**src/hdl/poi_pkg.sv**
```systemverilog
package poi_pkg;

   localparam int CordicSteps = 30;
   localparam int StepW = 5;
   localparam logic [31:0] CordicGain = 32'd652032874;
   localparam logic [31:0] TurnPerRad = 32'd683565276;
   localparam logic signed [35:0] OneQ30 = 36'sd1073741824;

   typedef enum logic [1:0] {
      KIND_WHEEL = 2'd0,
      KIND_GYRO  = 2'd1,
      KIND_TICK  = 2'd2,
      KIND_RESET = 2'd3
   } kind_type;

   typedef enum logic [2:0] {
      ST_IDLE, ST_ROT, ST_MUL, ST_MWAIT, ST_HALF, ST_HWAIT, ST_OUT
   } state_type;

   // order of the products on the shared multiplier
   typedef enum logic [3:0] {
      MS_VX_COS, MS_VY_SIN, MS_VX_SIN, MS_VY_COS,
      MS_X_HI, MS_X_LO, MS_Y_HI, MS_Y_LO,
      MS_RATE_DT, MS_HI_K, MS_LO_K
   } mul_step_type;

   typedef struct packed {
      logic signed [31:0] vel_x;
      logic signed [31:0] vel_y;
      logic signed [31:0] yaw_rate;
      logic [31:0]        elapsed;
      logic [1:0]         kind;
   } req_word_type;

   typedef struct packed {
      logic signed [47:0] pos_x;
      logic signed [47:0] pos_y;
      logic signed [31:0] quat_z;
      logic signed [31:0] quat_w;
   } rsp_word_type;

   // CORDIC angle table in turns
   function automatic logic [31:0] atan_turn(input logic [StepW-1:0] i);
      logic [31:0] r;
      begin
         case (i)
            5'd0: r = 32'h20000000; 5'd1: r = 32'h12E4051D; 5'd2: r = 32'h09FB385B;
            5'd3: r = 32'h051111D4; 5'd4: r = 32'h028B0D43; 5'd5: r = 32'h0145D7E1;
            5'd6: r = 32'h00A2F61E; 5'd7: r = 32'h00517C55; 5'd8: r = 32'h0028BE53;
            5'd9: r = 32'h00145F2E; 5'd10: r = 32'h000A2F98; 5'd11: r = 32'h000517CC;
            5'd12: r = 32'h00028BE6; 5'd13: r = 32'h000145F3; 5'd14: r = 32'h0000A2F9;
            5'd15: r = 32'h0000517C; 5'd16: r = 32'h000028BE; 5'd17: r = 32'h0000145F;
            5'd18: r = 32'h00000A2F; 5'd19: r = 32'h00000517; 5'd20: r = 32'h0000028B;
            5'd21: r = 32'h00000145; 5'd22: r = 32'h000000A2; 5'd23: r = 32'h00000051;
            5'd24: r = 32'h00000028; 5'd25: r = 32'h00000014; 5'd26: r = 32'h0000000A;
            5'd27: r = 32'h00000005; 5'd28: r = 32'h00000002; 5'd29: r = 32'h00000001;
            default: r = 32'h0;
         endcase
         return r;
      end
   endfunction

endpackage

```
**src/hdl/poi_if.sv**
```systemverilog
interface poi_req_if;
   import poi_pkg::*;
   logic valid;
   logic ready;
   req_word_type data;
   modport source (output valid, output data, input ready);
   modport sink (input valid, input data, output ready);
endinterface

interface poi_rsp_if;
   import poi_pkg::*;
   logic valid;
   logic ready;
   rsp_word_type data;
   modport source (output valid, output data, input ready);
   modport sink (input valid, input data, output ready);
endinterface

```
**src/hdl/poi_cordic.sv**
```systemverilog
// One CORDIC micro-rotation per cycle; angle in turns, quadrant folded.
module poi_cordic (
   input  logic                clock,
   input  logic                reset,
   input  logic                start,
   input  logic [31:0]         angle,
   output logic                done,
   output logic signed [31:0]  sin_out,
   output logic signed [31:0]  cos_out
);
   import poi_pkg::*;

   logic signed [35:0] x_ff, x_in, y_ff, y_in;
   logic signed [35:0] z_ff, z_in;
   logic [1:0] q_ff, q_in;
   logic [StepW-1:0] step_ff, step_in;
   logic busy_ff, busy_in, done_ff, done_in;
   logic [31:0] a;
   logic signed [35:0] xs, ys, xc, yc, tab;

   always_comb begin
      a = angle + 32'h20000000;
      xs = x_ff >>> step_ff;
      ys = y_ff >>> step_ff;
      tab = $signed({4'd0, atan_turn(step_ff)});
      x_in = x_ff; y_in = y_ff; z_in = z_ff; q_in = q_ff;
      step_in = step_ff; busy_in = busy_ff; done_in = 1'b0;
      if (start) begin
         x_in = $signed({4'd0, CordicGain});
         y_in = '0;
         z_in = $signed({6'd0, a[29:0]}) - 36'sh20000000;
         q_in = a[31:30];
         step_in = '0;
         busy_in = 1'b1;
      end else if (busy_ff) begin
         if (!z_ff[35]) begin
            x_in = x_ff - ys; y_in = y_ff + xs; z_in = z_ff - tab;
         end else begin
            x_in = x_ff + ys; y_in = y_ff - xs; z_in = z_ff + tab;
         end
         step_in = step_ff + 1'b1;
         if (step_ff == StepW'(CordicSteps - 1)) begin
            busy_in = 1'b0;
            done_in = 1'b1;
         end
      end
   end

   always_ff @(posedge clock) begin
      x_ff <= x_in; y_ff <= y_in; z_ff <= z_in; q_ff <= q_in; step_ff <= step_in;
      if (reset) begin
         busy_ff <= 1'b0; done_ff <= 1'b0;
      end else begin
         busy_ff <= busy_in; done_ff <= done_in;
      end
   end

   // clamp and quadrant mapping
   always_comb begin
      xc = (x_ff > OneQ30) ? OneQ30 : (x_ff < -OneQ30) ? -OneQ30 : x_ff;
      yc = (y_ff > OneQ30) ? OneQ30 : (y_ff < -OneQ30) ? -OneQ30 : y_ff;
      unique case (q_ff)
         2'd0: begin sin_out = yc[31:0]; cos_out = xc[31:0]; end
         2'd1: begin sin_out = xc[31:0]; cos_out = -yc[31:0]; end
         2'd2: begin sin_out = -yc[31:0]; cos_out = -xc[31:0]; end
         default: begin sin_out = -xc[31:0]; cos_out = yc[31:0]; end
      endcase
   end
   assign done = done_ff;
endmodule

```
**src/hdl/poi_mul.sv**
```systemverilog
// Shift-add multiplier: one two-bit digit of the multiplier per cycle.
module poi_mul (
   input  logic                clock,
   input  logic                reset,
   input  logic                start,
   input  logic signed [35:0]  mcand,
   input  logic [31:0]         mplier,
   output logic                done,
   output logic signed [67:0]  product
);
   import poi_pkg::*;

   logic signed [67:0] acc_ff, acc_in;
   logic signed [67:0] md_ff, md_in;
   logic [31:0] mp_ff, mp_in;
   logic [4:0] cnt_ff, cnt_in;
   logic busy_ff, busy_in, done_ff, done_in;
   logic signed [67:0] part;

   always_comb begin
      acc_in = acc_ff; md_in = md_ff; mp_in = mp_ff; cnt_in = cnt_ff;
      busy_in = busy_ff; done_in = 1'b0;
      part = '0;
      if (mp_ff[0]) part = md_ff;
      if (mp_ff[1]) part = part + (md_ff <<< 1);
      if (start) begin
         acc_in = '0;
         md_in = 68'(mcand);
         mp_in = mplier;
         cnt_in = '0;
         busy_in = 1'b1;
      end else if (busy_ff) begin
         acc_in = acc_ff + part;
         md_in = md_ff <<< 2;
         mp_in = mp_ff >> 2;
         cnt_in = cnt_ff + 1'b1;
         if (cnt_ff == 5'd15) begin
            busy_in = 1'b0; done_in = 1'b1;
         end
      end
   end

   always_ff @(posedge clock) begin
      acc_ff <= acc_in; md_ff <= md_in; mp_ff <= mp_in; cnt_ff <= cnt_in;
      if (reset) begin
         busy_ff <= 1'b0; done_ff <= 1'b0;
      end else begin
         busy_ff <= busy_in; done_ff <= done_in;
      end
   end

   assign done = done_ff;
   assign product = acc_ff;
endmodule

```
**src/hdl/planar_odometry_integrator_top.sv**
```systemverilog
// Planar dead-reckoning integrator.
// req: one word per sample, tick or pose reset (field kind selects which).
// rsp: one word (pos_x, pos_y, quat_z, quat_w) per integrating tick only.
// Samples, pose resets and ticks that only arm or are ignored are taken
// one per cycle while the block is idle.
// An integrating tick runs a 30-step CORDIC on the old heading, then eleven
// products on a shared two-bit-per-cycle multiplier, then a second CORDIC
// on half the new heading; the block takes no words while it does so, and
// takes the next word once it is back in idle after writing the result.
// The result sits in an output register; the block keeps taking words and
// working on the next tick while it waits, and holds a finished tick (still
// not taking words) until that register is free.
// reset clears the pose, the stored samples and the seen/armed flags.
module planar_odometry_integrator_top (
   input  logic clock,
   input  logic reset,
   poi_req_if.sink   req,
   poi_rsp_if.source rsp
);
   import poi_pkg::*;

   state_type st_ff, st_in;
   mul_step_type mi_ff, mi_in;
   logic signed [31:0] vx_ff, vx_in, vy_ff, vy_in, gr_ff, gr_in;
   logic [31:0] dt_ff, dt_in, hd_ff, hd_in;
   logic signed [47:0] px_ff, px_in, py_ff, py_in;
   logic wseen_ff, wseen_in, gseen_ff, gseen_in, armed_ff, armed_in;
   logic signed [63:0] rx_ff, rx_in, ry_ff, ry_in, hp_ff, hp_in;
   logic [48:0] dh_ff, dh_in;
   logic [47:0] dx_ff, dx_in, dy_ff, dy_in;
   logic [39:0] hk_ff, hk_in;
   logic rv_ff, rv_in;
   rsp_word_type rd_ff, rd_in;
   logic accept;
   logic c_start, c_done, m_start, m_done;
   logic [31:0] c_ang;
   logic signed [31:0] c_sin, c_cos;
   logic signed [35:0] m_cand;
   logic [31:0] m_plier;
   logic signed [67:0] m_prod, prod_fix;
   logic [40:0] mx, my;
   logic [49:0] dsum;
   logic [47:0] dcap;
   logic [39:0] hsum;

   poi_cordic u_cordic (.clock, .reset, .start(c_start), .angle(c_ang),
      .done(c_done), .sin_out(c_sin), .cos_out(c_cos));
   poi_mul u_mul (.clock, .reset, .start(m_start), .mcand(m_cand),
      .mplier(m_plier), .done(m_done), .product(m_prod));

   assign req.ready = (st_ff == ST_IDLE);
   assign accept = req.valid && req.ready;

   // saturating add of a capped displacement magnitude
   function automatic logic signed [47:0] sat_add(input logic signed [47:0] pos,
         input logic neg, input logic [47:0] d);
      logic signed [49:0] s;
      s = neg ? 50'(pos) - $signed({2'b00, d}) : 50'(pos) + $signed({2'b00, d});
      if (s > 50'sh7FFFFFFFFFFF) s = 50'sh7FFFFFFFFFFF;
      if (s < -(50'sh800000000000)) s = -(50'sh800000000000);
      return s[47:0];
   endfunction

   // rotated velocity floored to Q24, as magnitudes
   always_comb begin
      mx = rx_ff[63] ? 41'(-(rx_ff >>> 22)) : 41'(rx_ff >>> 22);
      my = ry_ff[63] ? 41'(-(ry_ff >>> 22)) : 41'(ry_ff >>> 22);
   end

   // multiplier operands; the CORDIC holds its result until its next start
   always_comb begin
      m_cand = '0; m_plier = '0;
      unique case (mi_ff)
         MS_VX_COS: begin m_cand = 36'(vx_ff); m_plier = c_cos; end
         MS_VY_SIN: begin m_cand = 36'(vy_ff); m_plier = c_sin; end
         MS_VX_SIN: begin m_cand = 36'(vx_ff); m_plier = c_sin; end
         MS_VY_COS: begin m_cand = 36'(vy_ff); m_plier = c_cos; end
         MS_X_HI: begin m_cand = $signed({19'd0, mx[40:24]}); m_plier = dt_ff; end
         MS_X_LO: begin m_cand = $signed({12'd0, mx[23:0]}); m_plier = dt_ff; end
         MS_Y_HI: begin m_cand = $signed({19'd0, my[40:24]}); m_plier = dt_ff; end
         MS_Y_LO: begin m_cand = $signed({12'd0, my[23:0]}); m_plier = dt_ff; end
         MS_RATE_DT: begin m_cand = 36'(gr_ff); m_plier = dt_ff; end
         MS_HI_K: begin m_cand = 36'($signed(hp_ff[63:32])); m_plier = TurnPerRad; end
         MS_LO_K: begin m_cand = $signed({4'd0, hp_ff[31:0]}); m_plier = TurnPerRad; end
         default: ;
      endcase
   end

   // sine and cosine are signed multipliers: undo the unsigned weight of bit 31
   always_comb begin
      prod_fix = m_prod;
      if (mi_ff < MS_X_HI && m_plier[31]) prod_fix = m_prod - (68'(m_cand) <<< 32);
   end

   // state machine
   always_comb begin
      st_in = st_ff; mi_in = mi_ff; rv_in = rv_ff; rd_in = rd_ff;
      vx_in = vx_ff; vy_in = vy_ff; gr_in = gr_ff; dt_in = dt_ff;
      px_in = px_ff; py_in = py_ff; hd_in = hd_ff;
      wseen_in = wseen_ff; gseen_in = gseen_ff; armed_in = armed_ff;
      rx_in = rx_ff; ry_in = ry_ff; hp_in = hp_ff;
      dh_in = dh_ff; dx_in = dx_ff; dy_in = dy_ff; hk_in = hk_ff;
      c_start = 1'b0; c_ang = hd_ff; m_start = 1'b0;
      // displacement: hi*dt + (lo*dt >> 24), capped at 2^47
      dsum = {1'b0, dh_ff} + {18'd0, m_prod[55:24]};
      dcap = (dsum > 50'h800000000000) ? 48'h800000000000 : dsum[47:0];
      // heading step: low 40 bits of rate*dt*K >> 32
      hsum = hk_ff + {8'd0, m_prod[63:32]};
      if (rv_ff && rsp.ready) rv_in = 1'b0;
      unique case (st_ff)
         ST_IDLE: if (accept) begin
            unique case (kind_type'(req.data.kind))
               KIND_WHEEL: begin
                  vx_in = req.data.vel_x; vy_in = req.data.vel_y; wseen_in = 1'b1;
               end
               KIND_GYRO: begin
                  gr_in = req.data.yaw_rate; gseen_in = 1'b1;
               end
               KIND_RESET: begin
                  px_in = '0; py_in = '0; hd_in = '0;
               end
               default: begin
                  dt_in = req.data.elapsed;
                  if (wseen_ff && gseen_ff) begin
                     armed_in = 1'b1;
                     if (armed_ff) begin
                        c_start = 1'b1;
                        st_in = ST_ROT;
                     end
                  end
               end
            endcase
         end
         ST_ROT: if (c_done) begin
            mi_in = MS_VX_COS; st_in = ST_MUL;
         end
         ST_MUL: begin
            m_start = 1'b1; st_in = ST_MWAIT;
         end
         ST_MWAIT: if (m_done) begin
            case (mi_ff)
               MS_VX_COS: rx_in = prod_fix[63:0];
               MS_VY_SIN: rx_in = rx_ff - prod_fix[63:0];
               MS_VX_SIN: ry_in = prod_fix[63:0];
               MS_VY_COS: ry_in = ry_ff + prod_fix[63:0];
               MS_X_HI: dh_in = m_prod[48:0];
               MS_X_LO: dx_in = dcap;
               MS_Y_HI: dh_in = m_prod[48:0];
               MS_Y_LO: dy_in = dcap;
               MS_RATE_DT: hp_in = m_prod[63:0];
               MS_HI_K: hk_in = m_prod[39:0];
               MS_LO_K: begin
                  hd_in = hd_ff + hsum[39:8];
                  px_in = sat_add(px_ff, rx_ff[63], dx_ff);
                  py_in = sat_add(py_ff, ry_ff[63], dy_ff);
               end
               default: ;
            endcase
            if (mi_ff == MS_LO_K) st_in = ST_HALF;
            else begin
               mi_in = mul_step_type'(mi_ff + 4'd1);
               st_in = ST_MUL;
            end
         end
         ST_HALF: begin
            c_start = 1'b1; c_ang = {1'b0, hd_ff[31:1]}; st_in = ST_HWAIT;
         end
         ST_HWAIT: if (c_done) st_in = ST_OUT;
         ST_OUT: if (!rv_ff || rsp.ready) begin
            rd_in.pos_x = px_ff; rd_in.pos_y = py_ff;
            rd_in.quat_z = c_sin; rd_in.quat_w = c_cos;
            rv_in = 1'b1; st_in = ST_IDLE;
         end
         default: st_in = ST_IDLE;
      endcase
   end

   always_ff @(posedge clock) begin
      dt_ff <= dt_in; rx_ff <= rx_in; ry_ff <= ry_in; hp_ff <= hp_in;
      dh_ff <= dh_in; dx_ff <= dx_in; dy_ff <= dy_in; hk_ff <= hk_in;
      rd_ff <= rd_in;
      if (reset) begin
         st_ff <= ST_IDLE; mi_ff <= MS_VX_COS; rv_ff <= 1'b0;
         vx_ff <= '0; vy_ff <= '0; gr_ff <= '0;
         px_ff <= '0; py_ff <= '0; hd_ff <= '0;
         wseen_ff <= 1'b0; gseen_ff <= 1'b0; armed_ff <= 1'b0;
      end else begin
         st_ff <= st_in; mi_ff <= mi_in; rv_ff <= rv_in;
         vx_ff <= vx_in; vy_ff <= vy_in; gr_ff <= gr_in;
         px_ff <= px_in; py_ff <= py_in; hd_ff <= hd_in;
         wseen_ff <= wseen_in; gseen_ff <= gseen_in; armed_ff <= armed_in;
      end
   end

   assign rsp.valid = rv_ff;
   assign rsp.data = rd_ff;

   a_no_accept_busy: assert property (@(posedge clock) disable iff (reset)
      (st_ff != ST_IDLE) |-> !req.ready) else $error("accept while busy");
   a_rsp_from_out: assert property (@(posedge clock) disable iff (reset)
      $rose(rv_ff) |-> $past(st_ff) == ST_OUT) else $error("stray response");
   a_unarmed_quiet: assert property (@(posedge clock) disable iff (reset)
      !armed_ff |-> st_ff == ST_IDLE) else $error("tick before armed");
   a_rsp_hold: assert property (@(posedge clock) disable iff (reset)
      rsp.valid && !rsp.ready |=> rsp.valid && $stable(rsp.data))
      else $error("response word dropped or changed");
endmodule

```
**src/flat_wrapper.sv**
```systemverilog
// flat-port wrapper written by rule: the top's interface ports become plain ports
module planar_odometry_integrator_top_flat import poi_pkg::*;
  (clock, reset, req_valid, req_data, req_ready, rsp_valid, rsp_data, rsp_ready);
  poi_req_if req_i ();
  poi_rsp_if rsp_i ();
  input  logic clock;
  input  logic reset;
  input wire logic [$bits(req_i.valid)-1:0] req_valid;
  input wire logic [$bits(req_i.data)-1:0] req_data;
  output wire logic [$bits(req_i.ready)-1:0] req_ready;
  output wire logic [$bits(rsp_i.valid)-1:0] rsp_valid;
  output wire logic [$bits(rsp_i.data)-1:0] rsp_data;
  input wire logic [$bits(rsp_i.ready)-1:0] rsp_ready;
  assign req_i.valid = req_valid;
  assign req_i.data = req_data;
  assign req_ready = req_i.ready;
  assign rsp_valid = rsp_i.valid;
  assign rsp_data = rsp_i.data;
  assign rsp_i.ready = rsp_ready;
  planar_odometry_integrator_top u_core (.clock(clock), .reset(reset), .req(req_i), .rsp(rsp_i));
endmodule
```
**config.mk**
```make
export PLATFORM = sky130hd
export DESIGN_NAME = planar_odometry_integrator_top_flat
export DESIGN_NICKNAME = d
export VERILOG_FILES = /design/src/hdl/poi_pkg.sv /design/src/hdl/poi_if.sv /design/src/hdl/poi_cordic.sv /design/src/hdl/poi_mul.sv /design/src/hdl/planar_odometry_integrator_top.sv /design/src/flat_wrapper.sv
export SDC_FILE = /design/constraint.sdc
export NUM_CORES = 2
export LEC_CHECK = 0
export ABC_AREA = 0
export ABC_CLOCK_PERIOD_IN_PS = 12800
export BUFFER_PORTS_ARGS = -buffer_cell sky130_fd_sc_hd__buf_2
export CAP_MARGIN = 20
export CELL_PAD_IN_SITES_DETAIL_PLACEMENT = 1
export CELL_PAD_IN_SITES_GLOBAL_PLACEMENT = 2
export CORE_MARGIN = 1.5
export CORE_UTILIZATION = 40
export CTS_CLUSTER_SIZE = 25
export DETAILED_ROUTE_END_ITERATION = 10
export PLACE_DENSITY = 0.82
export RECOVER_POWER = 100
export SLEW_MARGIN = 20
export SYNTH_ARGS = -nofsm -noshare
export SYNTH_HDL_FRONTEND = slang
export SYNTH_SLANG_ARGS = --single-unit
export TNS_END_PERCENT = 10
```
**constraint.sdc**
```tcl
create_clock -name clock -period 12.8 [get_ports clock]
set_input_delay 1.28 -clock clock [delete_from_list [all_inputs] [get_ports clock]]
set_output_delay 1.28 -clock clock [all_outputs]
set_load 0.03 [all_outputs]
```
==> qor.txt <==
Reg2reg start -> u_core.ry_ff[22]$_DFFE_PP_
Post-synth ARST share -> 0
Ys flop type -> edfxtp_1
Largest family of logic cells by synthesized area -> compound AO/OA/AOI/OAI gates
Root buffer cell -> clkbuf_16
Crit path capture -> u_core.ry_ff[63]$_DFFE_PP_
Post-Synth Simple-Gate Area -> 0.172
Fin Hold WS -> 0.458 ns
Die area -> 215000 µm²
Die H -> 463 µm
PortBufs -> 295
Top Ports -> 296
Worst R2R Setup Slack -> 1.54 ns
CP Class -> flop to flop
IR drop worst, VDD -> 213 µV
Post-CTS Setup Inserts -> 0
Worst slew pin tran -> 9.57 ns
Clk_lat worst skew -> 0.84 ns
Initial antenna violation count -> 26
CTS tree -> yes
Multiplexer area fraction after synthesis -> 0.0630
First-pass GRT wire length -> 490000 µm
DP HPWL -> 251000 µm
Nets@finish -> 10569
Crit end category -> flop
Num CTS Buffers -> 144
Crit path max-delay cell type -> o41ai_1
Synth area leaders -> edfxtp_1 (25%), dfxtp_1 (9.8%), ha_1 (8.6%)
Count leader, synth -> nand2_1
Fmax -> 88.8 MHz
Core area -> 210000 µm²
Syn Inst Count -> 9696
Worst-path clk slew -> 0.06 ns
RR Endpoint -> u_core.ry_ff[63]$_DFFE_PP_
Largest net degree at the start of global routing -> 161
Worst-case clock buffer depth -> 3
Min Tclk post-route -> 11.26 ns
Global route overflow -> 0
Layout Utilization -> 0.446
Max FO, Critical Path -> 7
Synth Area in Compound Gates -> 0.206
Pwr per Cell Area -> 208 nW/µm²
Slew Limit Fails -> 1841
Clock sink total -> 1118
Number of synthesized flops with an enable pin -> 703
Post-synthesis average cell area -> 8.74 µm²
Row count -> 168
Initial DRC Count -> 5560
Setup tns final -> 0 ns
Post-synthesis xor/xnor area fraction -> 0.0839
Area leader, netlist -> edfxtp_1
YS warnings -> 0
RSZ-0062 raised after global routing -> no
Post-synthesis adder-cell area fraction -> 0.0918
Number of distinct library cells after synthesis -> 116
Via/cell ratio -> 5.96
Synth top area share -> 0.249
Synth cell count leaders -> nand2_1 (1089), a21oi_1 (910), nor2_1 (873), o21ai_0 (714), edfxtp_1 (703)
Crit path launch -> u_core.ry_ff[22]$_DFFE_PP_
Max Clock Skew -> 0.0376 ns
Layout cell share with drive strength beyond 1 -> 0.0756
Run status -> complete, but fails checks
H-tree levels -> 4
Worst reg2reg path depth -> 40
Routed vias -> 76121
Gp weighted congestion -> 0.983
Worst Hold Class -> flop to flop
Data required, critical path -> 13.36 ns
Startpoint types -> flop
Fin crit share -> 0.880
Number of global-route vias before repair -> 76981
Arrival time at the worst endpoint -> 11.82 ns
Slew headroom -> -5.38
Setup violators final -> 0
Die Wd -> 463 µm
Seq/Total Area, Yosys -> 0.347
Drt drc -> 0
Cts repair resizes -> 0
#FFs+latches synth -> 1118
Starting Density -> 0.404
Hold Violations, Final -> 0
CTS Hold Bufs -> 0
Syn nets -> 10423
Antenna Nets Post-Route -> 0
Detailed Route WL -> 328000 µm
CP peak stage delay -> 0.79 ns
Pleak -> 36.2 nW
Netlist Area Pre-Place -> 84800 µm²
Failing checks -> capacitance limit, slew limit
Number of detailed-route iterations in the first pass -> 6
WL/cell -> 25.6 µm
Max cap viols -> 36
Layout area overhead -> 10.5%
Total GRT Usage -> 0.296
==> power by group <==
| group | switching (mW) | total, mW | internal (mW) |
|---|---|---|---|
| registers | 0.584 | 4.84 | 4.25 |
| clock network | 1.84 | 4.32 | 2.48 |
| logic | 6.20 | 10.4 | 4.15 |
| total | 8.62 | 19.5 | 10.9 |
==> worst min-delay path by stage <==
stage | start | end | slack (ns) | cells past startpoint
floorplan | u_core.px_ff[0]$_SDFFE_PP0P_ | u_core.rsp.data[112]$_DFFE_PP_ | 0.43 | 0
global placement | u_core.gr_ff[25]$_SDFFE_PP0P_ | u_core.gr_ff[25]$_SDFFE_PP0P_ | 0.45 | 2
detailed placement | u_core.vx_ff[27]$_SDFFE_PP0P_ | u_core.vx_ff[27]$_SDFFE_PP0P_ | 0.45 | 2
CTS | u_core.vx_ff[27]$_SDFFE_PP0P_ | u_core.vx_ff[27]$_SDFFE_PP0P_ | 0.46 | 2
global route | u_core.vx_ff[29]$_SDFFE_PP0P_ | u_core.vx_ff[29]$_SDFFE_PP0P_ | 0.49 | 2
finish | u_core.vx_ff[27]$_SDFFE_PP0P_ | u_core.vx_ff[27]$_SDFFE_PP0P_ | 0.46 | 2
==> area by class of cell <==
type	instances	area (µm²)
diodes	11	27.5
flip-flops and latches	1118	29400
fillers	24549	116000
clock inverters	91	1110
inverters	330	1240
multi-input cells	7769	52100
well taps	2805	3510
repair buffers	479	2290
clock buffers	178	3870
==> per-stage QoR <==
stage	instances	setup WS [ns]	power, mW	cell area [µm²]
after floorplan	9696	3.66	12.2	84800
after global placement	12499	1.94	14.9	89500
after detailed placement	12500	1.66	15.2	89500
after CTS	12769	1.58	19.6	94500
after global routing	12776	0.726	20.7	93600
final	12781	1.54	19.5	93600
==> state kept, by name, summed over array words and instances, names as in the netlist, 40 cells and up <==
name / count
u_core.hk_ff: 40
u_core.hp_ff: 64
u_core.px_ff: 48
u_core.dh_ff: 49
u_core.py_ff: 48
u_core.rx_ff: 64
u_core.dy_ff: 48
u_core.u_mul.md_ff: 64
u_core.ry_ff: 64
u_core.u_mul.product: 64
u_core.rsp.data: 160
u_core.dx_ff: 48
==> layer usage <==
layer,up-vias,part of all wire,global-route usage
met4,8,0.061,0.154
met1,37927,0.43,0.386
met3,595,0.052,0.0349
met5,-,0.00016,0
li1,35612,-,-
met2,1979,0.45,0.480
==> placed cells by master (no fill, tap or decap), drive strengths merged, types with 129 or more instances in the layout <==
| cell | instances |
|---|---|
| a21o | 207 |
| a21oi | 911 |
| and2 | 148 |
| buf | 210 |
| clkbuf | 447 |
| dfxtp | 415 |
| edfxtp | 703 |
| ha | 581 |
| inv | 345 |
| mux2i | 214 |
| nand2 | 1090 |
| nand3 | 185 |
| nor2 | 874 |
| nor2b | 129 |
| nor3 | 189 |
| o21ai | 729 |
| xnor2 | 557 |
| xor2 | 251 |
==> cells by family after synthesis <==
kind of cell	count (synthesis)
flip-flops	1118
adder cells (fa/ha/maj)	620
buffers and inverters	809
multiplexers	396
XOR/XNOR	809
AND/OR/NAND/NOR	3146
AO/OA/AOI/OAI	2798
==> worst max-delay path: cells and delay by family (launching register included) <==
family,cells,cell delay (ns)
AO/OA/AOI/OAI,16,5.08
AND/OR/NAND/NOR,15,3.80
adder cells (fa/ha/maj),3,0.87
flip-flops,1,0.51
XOR/XNOR,3,0.41
buffers and inverters,3,0.35
Power figures use the tool's default switching activity.
